--- src/sv/plwu_pkg.sv ---
// shared types, codes and constants for the particle landmark weight update
// no dependencies
package plwu_pkg;

    localparam int CFG_IDX_W    = 3;
    localparam int MUL_W        = 34;
    localparam int PROD_W       = 68;
    localparam int ACC_W        = 70;
    localparam int CORDIC_W     = 34;
    localparam int CORDIC_STEPS = 30;

    localparam logic signed [CORDIC_W-1:0] CORDIC_GAIN = 34'sd652032874;

    localparam logic [CFG_IDX_W-1:0] CFG_NUM_LANDMARKS = 3'd0;
    localparam logic [CFG_IDX_W-1:0] CFG_SENSOR_RANGE  = 3'd1;
    localparam logic [CFG_IDX_W-1:0] CFG_INV_SX        = 3'd2;
    localparam logic [CFG_IDX_W-1:0] CFG_INV_SY        = 3'd3;
    localparam logic [CFG_IDX_W-1:0] CFG_NEG_LOG_NORM  = 3'd4;
    localparam logic [CFG_IDX_W-1:0] CFG_MISS_PENALTY  = 3'd5;

    localparam logic [1:0] OP_LOAD  = 2'd0;
    localparam logic [1:0] OP_BEGIN = 2'd1;
    localparam logic [1:0] OP_OBS   = 2'd2;
    localparam logic [1:0] OP_RSVD  = 2'd3;

    typedef struct packed {
        logic [1:0]         opcode;
        logic [5:0]         index;
        logic signed [31:0] coord_x;
        logic signed [31:0] coord_y;
        logic [15:0]        heading;
        logic [15:0]        landmark_tag;
        logic               final_obs;
    } t_in_item;

    typedef struct packed {
        logic signed [31:0] world_x;
        logic signed [31:0] world_y;
        logic [15:0]        matched_tag;
        logic               matched;
        logic [30:0]        exponent_term;
        logic signed [31:0] neg_log_weight;
        logic               last;
    } t_out_item;

    typedef struct packed {
        logic signed [31:0] x;
        logic signed [31:0] y;
        logic [15:0]        tag;
    } t_mark;

    typedef enum logic [4:0] {
        ST_IDLE, ST_B_R2, ST_B_R2W, ST_B_RD, ST_B_DX, ST_B_DY, ST_B_CMP,
        ST_CORD, ST_R1, ST_R2, ST_R3, ST_R4, ST_R5,
        ST_S_RD, ST_S_DX, ST_S_DY, ST_S_CMP,
        ST_E_CHK, ST_E_X2, ST_E_X3, ST_E_X4, ST_E_Y2, ST_E_Y3, ST_E_Y4,
        ST_WT
    } t_state;

    function automatic logic [31:0] atan_q32(input logic [4:0] i);
        case (i)
            5'd0:  atan_q32 = 32'd536870912;
            5'd1:  atan_q32 = 32'd316933406;
            5'd2:  atan_q32 = 32'd167458907;
            5'd3:  atan_q32 = 32'd85004756;
            5'd4:  atan_q32 = 32'd42667331;
            5'd5:  atan_q32 = 32'd21354465;
            5'd6:  atan_q32 = 32'd10679838;
            5'd7:  atan_q32 = 32'd5340245;
            5'd8:  atan_q32 = 32'd2670163;
            5'd9:  atan_q32 = 32'd1335087;
            5'd10: atan_q32 = 32'd667544;
            5'd11: atan_q32 = 32'd333772;
            5'd12: atan_q32 = 32'd166886;
            5'd13: atan_q32 = 32'd83443;
            5'd14: atan_q32 = 32'd41722;
            5'd15: atan_q32 = 32'd20861;
            5'd16: atan_q32 = 32'd10430;
            5'd17: atan_q32 = 32'd5215;
            5'd18: atan_q32 = 32'd2608;
            5'd19: atan_q32 = 32'd1304;
            5'd20: atan_q32 = 32'd652;
            5'd21: atan_q32 = 32'd326;
            5'd22: atan_q32 = 32'd163;
            5'd23: atan_q32 = 32'd81;
            5'd24: atan_q32 = 32'd41;
            5'd25: atan_q32 = 32'd20;
            5'd26: atan_q32 = 32'd10;
            5'd27: atan_q32 = 32'd5;
            5'd28: atan_q32 = 32'd3;
            5'd29: atan_q32 = 32'd1;
            default: atan_q32 = 32'd0;
        endcase
    endfunction

endpackage

--- src/sv/plwu_mult.sv ---
// shared signed multiplier with registered product
// depends on plwu_pkg
module plwu_mult (
    input  logic                                i_clk,
    input  logic signed [plwu_pkg::MUL_W-1:0]   i_a,
    input  logic signed [plwu_pkg::MUL_W-1:0]   i_b,
    output logic signed [plwu_pkg::PROD_W-1:0]  o_p
);

    logic signed [plwu_pkg::PROD_W-1:0] r_p;

    always_ff @(posedge i_clk) begin
        r_p <= i_a * i_b;
    end

    assign o_p = r_p;

endmodule

--- config.mk ---
export PLATFORM = sky130hd
export DESIGN_NAME = plwu_mult
export DESIGN_NICKNAME = d
export VERILOG_FILES = /design/src/sv/plwu_pkg.sv /design/src/sv/plwu_mult.sv
export SDC_FILE = /design/constraint.sdc
export NUM_CORES = 2
export LEC_CHECK = 0
export ABC_AREA = 1
export BUFFER_PORTS_ARGS = -buffer_cell sky130_fd_sc_hd__buf_2
export CAP_MARGIN = 5
export CORE_MARGIN = 2
export CORE_UTILIZATION = 45
export DETAILED_ROUTE_END_ITERATION = 6
export PLACE_DENSITY_LB_ADDON = 0.3
export SKIP_LAST_GASP = 1
export SLEW_MARGIN = 20
export SYNTH_ARGS = -nofsm -noshare
export SYNTH_HDL_FRONTEND = slang
export SYNTH_SLANG_ARGS = --single-unit
--- constraint.sdc ---
create_clock -name i_clk -period 9.2 [get_ports i_clk]
set_input_delay 0.92 -clock i_clk [delete_from_list [all_inputs] [get_ports i_clk]]
set_output_delay 0.92 -clock i_clk [all_outputs]
set_load 0.01 [all_outputs]
Yosys cells after proc, flatten, opt, wreduce, memory -nomap -nowiden

Cells that the tools add are included.
W data, S select, Z words.

Bits in registers: 68
Input port bits: 69
Word-level logic and storage cells: 2

Multiply operators: 1

Operator list:

| operator         | number |
|---|---|
| $mul A34 B34 Y68 | 1 |

Logic depth before layout (Yosys ltp)

Depth after elaboration: 1
Depth in mapped cells: 35
Mapped depth without buffers: 33

Worst setup path before layout

No wires, ideal clock.

Kind: in2reg
Start: in i_a[33] (netlist bit)
End: reg r_p, in the netlist o_p[66]
Setup time: 0.112 ns
Arrival time: 7.631 ns
Required time: 9.088 ns
Slack: 1.457 ns
Cell stages on the path: 24
Path through: clkbuf_1 clkbuf_1 nand2_1 inv_1 fa_1 fa_1 fa_1 fa_1 inv_1 fa_1 fa_1 inv_1 fa_1 fa_1 ha_1 nand2_1 nor2_1 inv_1 nor2_2 nand2_1 nor3_1 nand2_2 nand3_1 nand2_1

Word-level cells in the longest chain between the ends: 1

RTL lines:

| item                 | line            | source |
|---|---|---|
| from (decl)          | plwu_mult.sv:5  | `input logic signed [plwu_pkg::MUL_W-1:0] i_a,` |
| $mul A34 B34 Y68     | plwu_mult.sv:13 | `r_p <= i_a * i_b;` |
| to (signal assigned) | plwu_mult.sv:13 |  |
| to (decl)            | plwu_mult.sv:10 | `logic signed [plwu_pkg::PROD_W-1:0] r_p;` |

No other way between the ends.

Worst setup path after layout

Start: in i_b[10] (netlist bit)
End: reg r_p, in the netlist o_p[60]

Word-level cells in the longest chain between the ends: 1

RTL lines:

| item             | line            | source |
|---|---|---|
| from (decl)      | plwu_mult.sv:6  | `input logic signed [plwu_pkg::MUL_W-1:0] i_b,` |
| $mul A34 B34 Y68 | plwu_mult.sv:13 |  |

No other way between the ends.

==> metrics.yaml <==
netlist_instances: 5972
tightest_slew_ps: 1080
num_vias: 34800
drive_gt1_share_pct: 4.29
coreArea_um2: 102000
synth_warnings: 0
synth-edff-count: 0
fin_crit_sh_pct: 87.3
ys_types: 32
die_area_um2: 105000
cts_tree: "done"
ant_nets: 0
critPathKind: "in2reg"
maxCapViolations: 0
drc: 0
path_max_fanout: 34
setup_viol: 0
clkSlewWorstSetupHoldPaths_ps: 70
postCtsHoldBufs: 0
fmax_ghz: 0.124
start_kind: "input pin"
gp_congestion: 0.963
syn_avg_cell_area_um2: 7.74
cts_made_buffers: 9
num_rows: 117
period_minus_slack_ps: 8040
multi_input_area_um2: 35900
hold_viol_final: 0
h-tree-depth: 3
maxSlewViolCount: 0
worstHoldStart: "i_a[0]"
cts.sinks: 68
yosysMostFrequentCell: "inv_1"
arrival_ps: 8270
portBuffers: 136
first_pass_iters: 6
setup_tns_ps: 0
drtIter0Drc: 2165
nNetsFinal: 7401
cts-root-buf: "clkbuf_16"
die_w_um: 324
cts_resized: 0
routed_via_density: 4.79
ys_ff_latch: 68
fillers: 10200
largest_reg_flops: 68
antenna_found_initial: 6
routed_wl_um: 127000
ys_seq_area_share_pct: 2.95
synth_nets: 7486
hpwl_um: 110000
hp-class: "in2reg"
yosys.area.top_type: "fa_1"
pin_count: 137
seq_area_um2: 1360
syn_to_final_growth_pct: 4.36
die_h_um: 324
grt_start_max_net_pins: 35
slew_headroom_pct: 28.3
track_usage_pct: 25.4
netlist_area_um2: 46200
outcome: "complete, no violations"
grt_pass1_vias: 38800
endpoint_kind: "register"
crit_required_ps: 9440
synth_top_area_share_pct: 53.7
grt-ovfl-total: 0
initial_utilization_pct: 45.4
rsz0062_at_grt: "no"
synthArstFlopShare_pct: 0
cp-startpoint: "i_b[10]"
clockBufferDepth: 2
avgRoutedWirePerCell_um: 17.5
grt_pass1_wl_um: 211000
ys.flop_type: "dfxtp_1"
synth.cells.most_frequent: "inv_1, nand2_1, fa_1, clkbuf_1, ha_1"
cts_setup_buffers: 0
ys_top_cells_by_area: "fa_1, inv_1, nand2_1"
layer usage:
layer	part of all wire, %	track usage (%)	vias to the layer above
met5	0	0	-
met4	3.2	7.53	0
met3	4.6	1.82	225
met2	53	47.5	1034
met1	39	31.2	17700
li1	-	-	15800
through the flow:
| step | setup slack, ps | hold slack (ps) | instance area (um^2) | util, % | cells |
|---|---|---|---|---|---|
| final | 1160 | 1070 | 48200 | 47.3 | 7265 |
| after global routing | 541 | 1100 | 48200 | 47.3 | 7263 |
| after CTS | 1140 | 1070 | 48200 | 47.3 | 7260 |
| after detailed placement | 795 | 1310 | 47900 | 47.0 | 7244 |
| after global placement | 822 | 1310 | 47900 | 47.0 | 7244 |
| after floorplan | 1460 | 1200 | 46200 | - | 5972 |
worst paths after layout:
| kind | to | slack [ps] | cells past startpoint |
|---|---|---|---|
| max | o_p[60] | 1160 | 23 |
| min | o_p[0] | 1070 | 3 |
placed cells by master (no fill, tap or decap), types with 2 or more instances in the layout:
master	netlist	layout
a21oi_1	59	59
a21oi_2	4	4
buf_2	0	136
buf_4	0	38
bufinv_16	0	2
clkbuf_16	0	9
dfxtp_1	68	68
diode_2	0	5
fa_1	1241	1241
ha_1	204	204
inv_1	2116	2115
inv_2	3	4
inv_6	0	2
nand2_1	1661	1661
nand2_2	20	20
nand2_4	2	2
nand3_1	70	70
nand3_2	7	7
nand3b_1	3	3
nand4_1	19	19
nor2_1	115	115
nor2_2	9	9
nor3_1	15	15
nor3_2	5	5
nor3_4	2	2
o21ai_0	18	18
o21bai_1	11	11
or2_2	8	8
xnor2_1	2	2
xor2_1	33	33
critical path, stage by stage:
cell	delay (ps)
buf_2	620
nand2_1	290
fa_1	710
fa_1	640
inv_1	80
fa_1	890
inv_1	130
fa_1	500
fa_1	560
fa_1	430
fa_1	460
fa_1	490
inv_1	40
ha_1	380
nand2_1	170
nor2_1	160
inv_1	80
nor2_1	210
nand2_1	90
nor3_1	170
nand2_1	100
nand4_1	80
nand2_1	60
area by class of cell:
type / count / share of cell area (%)
multi-input combinational: 3514 / 74.4
inverter: 2119 / 16.5
tap: 1368 / 3.55
sequential: 68 / 2.82
timing repair buffer: 175 / 2.04
clock buffer: 9 / 0.467
clock inverter: 7 / 0.205
antenna: 5 / 0.0259
cell families after synthesis:
group	synth area share [%]
AO/OA/AOI/OAI	1.13
XOR/XNOR	0.663
adder cells (fa/ha/maj)	59.3
buffers and inverters	19.4
flip-flops	2.95
AND/OR/NAND/NOR	16.6
Power is left out: the tool's default activity adds up to more than one toggle a clock period on the data nets, which glitch-free logic cannot reach.
