**src/sv/plwu_pkg.sv**
```systemverilog
// shared types, codes and constants for the particle landmark weight update
// no dependencies
package plwu_pkg;

    localparam int CFG_IDX_W    = 3;
    localparam int MUL_W        = 34;
    localparam int PROD_W       = 68;
    localparam int ACC_W        = 70;
    localparam int CORDIC_W     = 34;
    localparam int CORDIC_STEPS = 30;

    localparam logic signed [CORDIC_W-1:0] CORDIC_GAIN = 34'sd652032874;

    localparam logic [CFG_IDX_W-1:0] CFG_NUM_LANDMARKS = 3'd0;
    localparam logic [CFG_IDX_W-1:0] CFG_SENSOR_RANGE  = 3'd1;
    localparam logic [CFG_IDX_W-1:0] CFG_INV_SX        = 3'd2;
    localparam logic [CFG_IDX_W-1:0] CFG_INV_SY        = 3'd3;
    localparam logic [CFG_IDX_W-1:0] CFG_NEG_LOG_NORM  = 3'd4;
    localparam logic [CFG_IDX_W-1:0] CFG_MISS_PENALTY  = 3'd5;

    localparam logic [1:0] OP_LOAD  = 2'd0;
    localparam logic [1:0] OP_BEGIN = 2'd1;
    localparam logic [1:0] OP_OBS   = 2'd2;
    localparam logic [1:0] OP_RSVD  = 2'd3;

    typedef struct packed {
        logic [1:0]         opcode;
        logic [5:0]         index;
        logic signed [31:0] coord_x;
        logic signed [31:0] coord_y;
        logic [15:0]        heading;
        logic [15:0]        landmark_tag;
        logic               final_obs;
    } t_in_item;

    typedef struct packed {
        logic signed [31:0] world_x;
        logic signed [31:0] world_y;
        logic [15:0]        matched_tag;
        logic               matched;
        logic [30:0]        exponent_term;
        logic signed [31:0] neg_log_weight;
        logic               last;
    } t_out_item;

    typedef struct packed {
        logic signed [31:0] x;
        logic signed [31:0] y;
        logic [15:0]        tag;
    } t_mark;

    typedef enum logic [4:0] {
        ST_IDLE, ST_B_R2, ST_B_R2W, ST_B_RD, ST_B_DX, ST_B_DY, ST_B_CMP,
        ST_CORD, ST_R1, ST_R2, ST_R3, ST_R4, ST_R5,
        ST_S_RD, ST_S_DX, ST_S_DY, ST_S_CMP,
        ST_E_CHK, ST_E_X2, ST_E_X3, ST_E_X4, ST_E_Y2, ST_E_Y3, ST_E_Y4,
        ST_WT
    } t_state;

    function automatic logic [31:0] atan_q32(input logic [4:0] i);
        case (i)
            5'd0:  atan_q32 = 32'd536870912;
            5'd1:  atan_q32 = 32'd316933406;
            5'd2:  atan_q32 = 32'd167458907;
            5'd3:  atan_q32 = 32'd85004756;
            5'd4:  atan_q32 = 32'd42667331;
            5'd5:  atan_q32 = 32'd21354465;
            5'd6:  atan_q32 = 32'd10679838;
            5'd7:  atan_q32 = 32'd5340245;
            5'd8:  atan_q32 = 32'd2670163;
            5'd9:  atan_q32 = 32'd1335087;
            5'd10: atan_q32 = 32'd667544;
            5'd11: atan_q32 = 32'd333772;
            5'd12: atan_q32 = 32'd166886;
            5'd13: atan_q32 = 32'd83443;
            5'd14: atan_q32 = 32'd41722;
            5'd15: atan_q32 = 32'd20861;
            5'd16: atan_q32 = 32'd10430;
            5'd17: atan_q32 = 32'd5215;
            5'd18: atan_q32 = 32'd2608;
            5'd19: atan_q32 = 32'd1304;
            5'd20: atan_q32 = 32'd652;
            5'd21: atan_q32 = 32'd326;
            5'd22: atan_q32 = 32'd163;
            5'd23: atan_q32 = 32'd81;
            5'd24: atan_q32 = 32'd41;
            5'd25: atan_q32 = 32'd20;
            5'd26: atan_q32 = 32'd10;
            5'd27: atan_q32 = 32'd5;
            5'd28: atan_q32 = 32'd3;
            5'd29: atan_q32 = 32'd1;
            default: atan_q32 = 32'd0;
        endcase
    endfunction

endpackage

```
**src/sv/plwu_cordic.sv**
```systemverilog
// iterative cordic, one rotation step per cycle, gives cos and sin in q4.30
// depends on plwu_pkg
module plwu_cordic #(
    parameter int ANGLE_BITS = 16
) (
    input  logic                                   i_clk,
    input  logic                                   i_rst_n,
    input  logic                                   i_start,
    input  logic [15:0]                            i_heading,
    output logic                                   o_done,
    output logic signed [plwu_pkg::CORDIC_W-1:0]   o_cos,
    output logic signed [plwu_pkg::CORDIC_W-1:0]   o_sin
);

    localparam logic [31:0] AMASK = 32'((64'd1 << ANGLE_BITS) - 64'd1);

    logic [31:0] w_ang, w_sum, w_fold;
    logic        w_flip;
    logic signed [plwu_pkg::CORDIC_W-1:0] w_xs, w_ys, w_at;

    logic signed [plwu_pkg::CORDIC_W-1:0] r_x, r_y, r_z;
    logic        r_flip, r_run, r_done;
    logic [4:0]  r_i;

    // fold into a quarter turn either side of zero
    assign w_ang  = (32'(i_heading) & AMASK) << (32 - ANGLE_BITS);
    assign w_sum  = w_ang + 32'h4000_0000;
    assign w_flip = w_sum[31];
    assign w_fold = w_flip ? w_ang + 32'h8000_0000 : w_ang;

    assign w_xs = r_x >>> r_i;
    assign w_ys = r_y >>> r_i;
    assign w_at = $signed({2'b00, plwu_pkg::atan_q32(r_i)});

    always_ff @(posedge i_clk) begin
        if (!i_rst_n) begin
            r_run  <= 1'b0;
            r_done <= 1'b0;
        end else begin
            r_done <= 1'b0;
            if (i_start) begin
                r_run  <= 1'b1;
                r_i    <= 5'd0;
                r_x    <= plwu_pkg::CORDIC_GAIN;
                r_y    <= '0;
                r_z    <= $signed({{2{w_fold[31]}}, w_fold});
                r_flip <= w_flip;
            end else if (r_run) begin
                if (!r_z[plwu_pkg::CORDIC_W-1]) begin
                    r_x <= r_x - w_ys;
                    r_y <= r_y + w_xs;
                    r_z <= r_z - w_at;
                end else begin
                    r_x <= r_x + w_ys;
                    r_y <= r_y - w_xs;
                    r_z <= r_z + w_at;
                end
                r_i <= r_i + 5'd1;
                if (r_i == 5'(plwu_pkg::CORDIC_STEPS - 1)) begin
                    r_run  <= 1'b0;
                    r_done <= 1'b1;
                end
            end
        end
    end

    assign o_done = r_done;
    assign o_cos  = r_flip ? -r_x : r_x;
    assign o_sin  = r_flip ? -r_y : r_y;

endmodule

```
**config.mk**
```make
export PLATFORM = sky130hd
export DESIGN_NAME = plwu_cordic
export DESIGN_NICKNAME = d
export VERILOG_FILES = /design/src/sv/plwu_pkg.sv /design/src/sv/plwu_cordic.sv
export SDC_FILE = /design/constraint.sdc
export NUM_CORES = 1
export LEC_CHECK = 0
export ABC_AREA = 0
export BUFFER_PORTS_ARGS = -buffer_cell sky130_fd_sc_hd__buf_4
export CAP_MARGIN = 30
export CORE_UTILIZATION = 55
export CTS_CLUSTER_DIAMETER = 120
export DETAILED_ROUTE_END_ITERATION = 10
export GPL_TIMING_DRIVEN = 0
export HOLD_SLACK_MARGIN = 0.08
export PLACE_DENSITY_LB_ADDON = 0.1
export RECOVER_POWER = 50
export SLEW_MARGIN = 20
export SYNTH_ARGS = -nofsm -noshare
export SYNTH_HDL_FRONTEND = slang
export SYNTH_SLANG_ARGS = --single-unit
```
**constraint.sdc**
```tcl
create_clock -name i_clk -period 7.85 [get_ports i_clk]
set_input_delay 0.785 -clock i_clk [delete_from_list [all_inputs] [get_ports i_clk]]
set_output_delay 0.785 -clock i_clk [all_outputs]
set_load 0.03 [all_outputs]
```
=== Word level (Yosys, flattened, before mapping) ===
Memories as Yosys holds them, arrays and structs flattened. A register that Yosys moved wholly into a read port is not among the register bits.
Index checks and enable logic that the tools add are counted.

* Flip-flop bits (word level): 110
* Bits in latches: 0
* Bits in writable memories: 0
* ROM bits: 960
* Input bits: 19
* Output and inout port bits: 69
* Word-level logic and storage cells: 45
* Memories kept: 1

{| class="wikitable"
|+ Memory list
! memory !! depth !! width !! rd ports !! clocked after memory_dff !! write ports !! line !! text
|-
| (no name shown) || 32 || 30 || 1 || 1 || 0 || plwu_pkg.sv:61 || <nowiki>case (i)</nowiki>
|}

* Add/subtract/negate cells: 11
* Multiply operators: 0
* Div/mod/pow operators: 0
* Magnitude comparators: 0
* Eq/ne operators: 1
* Shifts and indexed selects: 2
* Muxes and demuxes: 17
* Bitwise operators: 2
* Reduce and logical (&&, ||, !) cells: 4

{| class="wikitable"
|+ Operators by type and width
! operator !! number
|-
| 34-bit two-way mux || 9
|-
| 34-bit adder || 2
|-
| 34-bit negation || 2
|-
| 34-bit by 5-bit >>> shifter with 34-bit output || 2
|-
| 34-bit subtractor || 2
|-
| 34-bit by 33-bit adder with 34-bit output || 1
|-
| 34-bit by 33-bit subtractor with 34-bit output || 1
|-
| 32-bit by 31-bit adder with 32-bit output, second input constant || 1
|-
| 32-bit adder, second input constant || 1
|-
| 32-bit two-way mux || 1
|-
| 5-bit two-way mux || 3
|-
| 5-bit by 1-bit adder with 5-bit output, second input constant || 1
|-
| 5-bit == test, second input constant || 1
|-
| 1-bit two-way mux || 4
|-
| 2-bit AND reduction || 2
|-
| 3-bit OR reduction || 1
|-
| 1-bit inverter || 2
|-
| 2-bit nonzero test || 1
|}

=== Depth between registers and ports, before layout ===
* Depth in word-level cells: 4
* Mapped depth: 28

=== Worst setup path after synthesis ===
OpenSTA, ideal clock, no wires.

* Path type: register to register
* Start: register r_i[0]
* End: register r_x[33] (netlist name) (data pin)
* Library setup time: 260 ps
* Data arrival time: 5362 ps
* Required time: 7590 ps
* Path slack: 2228 ps
* Stages on the path, launching flop included: 24
* Path through: edfxtp_1 buf_4 buf_6 buf_2 mux2_2 o211ai_1 o21ai_0 a311oi_1 o211ai_1 nor4_1 nor2b_1 and2_1 o32a_1 o21ai_0 ha_1 and3_1 a221o_1 a21oi_1 nor2_1 o41ai_1 a21oi_1 a31oi_1 nor2_1 mux2_2

* Longest elaborated chain between the ends: 4

{| class="wikitable"
|+ RTL lines
! what !! line !! text
|-
| start, declared || plwu_cordic.sv:23 || <nowiki>logic [4:0] r_i;</nowiki>
|-
| start signal, assigned || plwu_cordic.sv:58 || <nowiki>r_i <= r_i + 5'd1;</nowiki>
|-
| 34-bit by 5-bit >>> shifter with 34-bit output (*) || plwu_cordic.sv:32 || <nowiki>assign w_ys = r_y >>> r_i;</nowiki>
|-
| 34-bit subtractor or 34-bit adder (tied branches) || plwu_cordic.sv:50, plwu_cordic.sv:54 ||
|-
| 34-bit two-way mux (*) || plwu_cordic.sv:49 || <nowiki>if (!r_z[plwu_pkg::CORDIC_W-1]) begin</nowiki>
|-
| 34-bit two-way mux (*) || plwu_cordic.sv:48 || <nowiki>end else if (r_run) begin</nowiki>
|-
| end signal, assigned || plwu_cordic.sv:44 || <nowiki>r_x <= plwu_pkg::CORDIC_GAIN;</nowiki>
|-
| end signal, assigned || plwu_cordic.sv:50 || <nowiki>r_x <= r_x - w_ys;</nowiki>
|-
| end signal, assigned || plwu_cordic.sv:54 || <nowiki>r_x <= r_x + w_ys;</nowiki>
|-
| end, declared || plwu_cordic.sv:21 || <nowiki>logic signed [plwu_pkg::CORDIC_W-1:0] r_x, r_y, r_z;</nowiki>
|}

Mark *: on every way between the ends. The rest lies on a longest branch, timed or not. The select of a mux whose other input is x is not followed.
A chain may end at the register's enable or synchronous reset.

=== Worst setup path in the final report ===
* Start: register r_i[1]
* End: register r_y[30] (netlist name) (data pin)

* Longest elaborated chain between the ends: 4

{| class="wikitable"
|+ RTL lines
! what !! line !! text
|-
| 34-bit by 5-bit >>> shifter with 34-bit output (*) || plwu_cordic.sv:31 || <nowiki>assign w_xs = r_x >>> r_i;</nowiki>
|-
| 34-bit adder or 34-bit subtractor (tied branches) || plwu_cordic.sv:51, plwu_cordic.sv:55 ||
|-
| 34-bit two-way mux (*) || plwu_cordic.sv:49 ||
|-
| 34-bit two-way mux (*) || plwu_cordic.sv:48 ||
|-
| end signal, assigned || plwu_cordic.sv:51 || <nowiki>r_y <= r_y + w_xs;</nowiki>
|-
| end signal, assigned || plwu_cordic.sv:55 || <nowiki>r_y <= r_y - w_xs;</nowiki>
|-
| end, declared || plwu_cordic.sv:21 ||
|}

Marks and branches as above.

==> flow_metrics.env <==
export IMPL_cts_root_buf="clkbuf_16"
export IMPL_stdcell_count=2756
export IMPL_clock_sinks=140
export IMPL_setup_viol=0
export IMPL_worst_pin_slew_ns=2.07
export IMPL_synth_warnings=0
export IMPL_fin_area_mm2=0.0201
export IMPL_core_mm2=0.0326
export IMPL_synth_ff_type="edfxtp_1"
export IMPL_fin_crit_sh_pct=98.4
export IMPL_via_per_inst=7.13
export IMPL_worstHoldPathType="in2reg"
export IMPL_routabilityCongestion=1.11
export IMPL_synth_fp_nets=2327
export IMPL_worstPathRequired_ns=8.05
export IMPL_grt_pass1_vias=18776
export IMPL_dp_hpwl_um=60600
export IMPL_violations="DRC, capacitance limit, slew limit"
export IMPL_worstPathArrival_ns=7.93
export IMPL_post_route_util_pct=61.7
export IMPL_num_nets_final=2436
export IMPL_diodes=0
export IMPL_cp_end_kind="flop"
export IMPL_switchingPower_mw=3.63
export IMPL_worst_setup_path_type="reg2reg"
export IMPL_path_max_fanout=10
export IMPL_p_comb_share_pct=68.9
export IMPL_tns_ns=0
export IMPL_max_slew_margin_rel_pct=-37.7
export IMPL_powerDensity_mw_per_mm2=347
export IMPL_timing_fmax_mhz=129
export IMPL_p_total_mw=6.98
export IMPL_vias=19640
export IMPL_die_w_um=184
export IMPL_grt_util_all_layers_pct=47.7
export IMPL_portBuffers=86
export IMPL_rsz0062_at_grt="false"
export IMPL_cts_clk_slew_worst_paths_ns=0.08
export IMPL_finalHoldViolCount=0
export IMPL_clock_path_buffers=2
export IMPL_dp_cells=2721
export IMPL_wire_per_inst_um=29.4
export IMPL_grt_max_degree=74
export IMPL_ant_nets=0
export IMPL_skew_ns=0.0133
export IMPL_setup_ws_ns=0.122
export IMPL_avgSynthCellArea_um2=8.34
export IMPL_cts_buffers=17
export IMPL_finalCriticalPeriod_ns=7.73
export IMPL_async_flop_share_pct=0
export IMPL_ys_seq_area_share_pct=21.2
export IMPL_die_y_um=184
export IMPL_ys_types=85
export IMPL_htree_levels=4
export IMPL_syn_area_mm2=0.0183
export IMPL_cts_tree="built"
export IMPL_cap_violations=2
export IMPL_final_cell_mix="211 x nor2_1, 203 x nand2_1, 163 x o21ai_0"
export IMPL_grt_antenna_before_repair=1
export IMPL_p_clk_share_pct=12.5
export IMPL_drv_slew=110
export IMPL_drive_gt1_share_pct=11.7
export IMPL_overflow=0
export IMPL_pre_cts_slack_ns=-0.495
export IMPL_layout_commonest_cell="nor2_1"
export IMPL_dpl_cell_area_mm2=0.0195
export IMPL_wl_um=81100
export IMPL_start_util_pct=56.1
export IMPL_whs_ns=0.586
export IMPL_io_pins=88
export IMPL_yosys_register_bits=140
export IMPL_rrSetupSlack_ns=0.12
export IMPL_power_internal_mw=3.35
export IMPL_swShare_pct=52.0
export IMPL_core_rowCount=66
export IMPL_postSynthCellCount=2192
export IMPL_insertion_delay_ns=0.49
export IMPL_drc=1
export IMPL_pwr_share_seq_pct=18.6
export IMPL_dr_pass1_iters=11
export IMPL_power_leakage_nw=7.91
export IMPL_drt_iter0_markers=2743
export IMPL_die_area_mm2=0.0340
export IMPL_synth_edff_count=108
export IMPL_area_growth_synth_to_final_pct=10.0
export IMPL_ir_worst_vdd_v=0.000210
export IMPL_critPathLaunchType="flop"
export IMPL_status="finished, violations left"
export IMPL_grt_pass1_wl_um=117000
export IMPL_cts_setup_buffers=0
-- critical path, stage by stage (launching register included) --
cell      delay (ns)
edfxtp_1        0.51
buf_2           0.44
clkbuf_2        0.40
buf_2           0.45
clkbuf_1        0.77
buf_2           0.48
o21ai_0         0.16
a32oi_1         0.61
and3_1          0.40
nand2_1         0.16
nor2_1          0.15
nor2_1          0.06
xnor2_1         0.34
ha_1            0.37
a21o_1          0.21
a21o_1          0.18
a21oi_1         0.31
nand4_1         0.24
a31oi_1         0.32
o21ai_0         0.18
a31oi_1         0.32
o21ai_0         0.16
xnor2_1         0.16
nor2_1          0.05
-- power groups by stage --
stage,Sequential (mW),Combinational (mW),Clock [mW]
final,1.30,4.81,0.874
after global routing,1.30,5.11,0.885
after CTS,1.27,4.66,0.865
after detailed placement,1.29,4.60,0
after global placement,1.28,4.46,0
after floorplan,1.19,3.40,0
-- repair_timing --
item | CTS | global route
endpoints found under the setup margin | 13 | 13
gates resized for setup | 7 | 17
hold buffers | 0 | 0
-- worst paths after layout --
check                                          start               endpoint  cells after the start
worst min register to register      r_run$_SDFF_PN0_      o_done$_SDFF_PP0_                      2
worst min-delay path                    i_heading[8]      r_z[24]$_DFFE_PP_                      3
worst max-delay path            r_i[1]$_SDFFCE_PP0P_  r_y[30]$_SDFFCE_PP0P_                     23
worst max register to register  r_i[1]$_SDFFCE_PP0P_  r_y[30]$_SDFFCE_PP0P_                     23
-- layer usage --
| metal | wire length [µm] | share of wire, % | up-vias | track usage [%] |
|---|---|---|---|---|
| met5 | 0 | 0 | - | 0 |
| met2 | 35600 | 44 | 1505 | 73.5 |
| li1 | - | - | 8409 | - |
| met4 | 6770 | 8.4 | 0 | 36.9 |
| met1 | 28800 | 35 | 9351 | 55.6 |
| met3 | 9940 | 12 | 375 | 14.1 |
-- state kept, by name (all words and copies together), names as in the netlist --
register / flops
r_i: 5
r_run: 1
r_y: 34
o_done: 1
r_z: 34
r_flip: 1
w_at: 30
r_x: 34
-- layout make-up --
type / instances / area (µm²)
repair buffers: 90 / 568
flip-flops and latches: 140 / 3880
clock inverters: 15 / 169
fillers: 2812 / 12500
inverters: 51 / 193
plain buffers: 146 / 624
multi-input cells: 1855 / 13700
clock buffers: 17 / 425
well taps: 442 / 553
-- cell families (layout without fill, tap and decap cells) --
kind of cell	Yosys count	after routing	share of synthesized area (%)
compound gates	637	637	22.4
flops	140	140	21.2
simple gates	702	702	18.2
buf+inv	197	319	4.38
xor+xnor	235	235	11.3
fa+ha+maj	116	116	8.06
mux	165	165	14.4
-- cell usage after synthesis, types with 32 or more instances --
cell type    n  area share, %
inv_1       47           0.96
mux2i_1     57            3.1
xor2_1      88            4.2
xnor2_1    147            7.0
nand2b_1    35            1.2
nor3_1      52            1.4
a31oi_1     35            1.2
nand2_1    203            4.2
clkbuf_1    91            1.9
mux4_2      76            9.4
mux2_2      32            2.0
edfxtp_1   108             18
dfxtp_1     32            3.5
a21oi_1    160            4.4
a21o_1      57            2.3
ha_1       113            7.7
o21ai_0    162            4.4
nor2_1     212            4.4
nand3_1     39            1.1
Power figures use the tool's default switching activity.
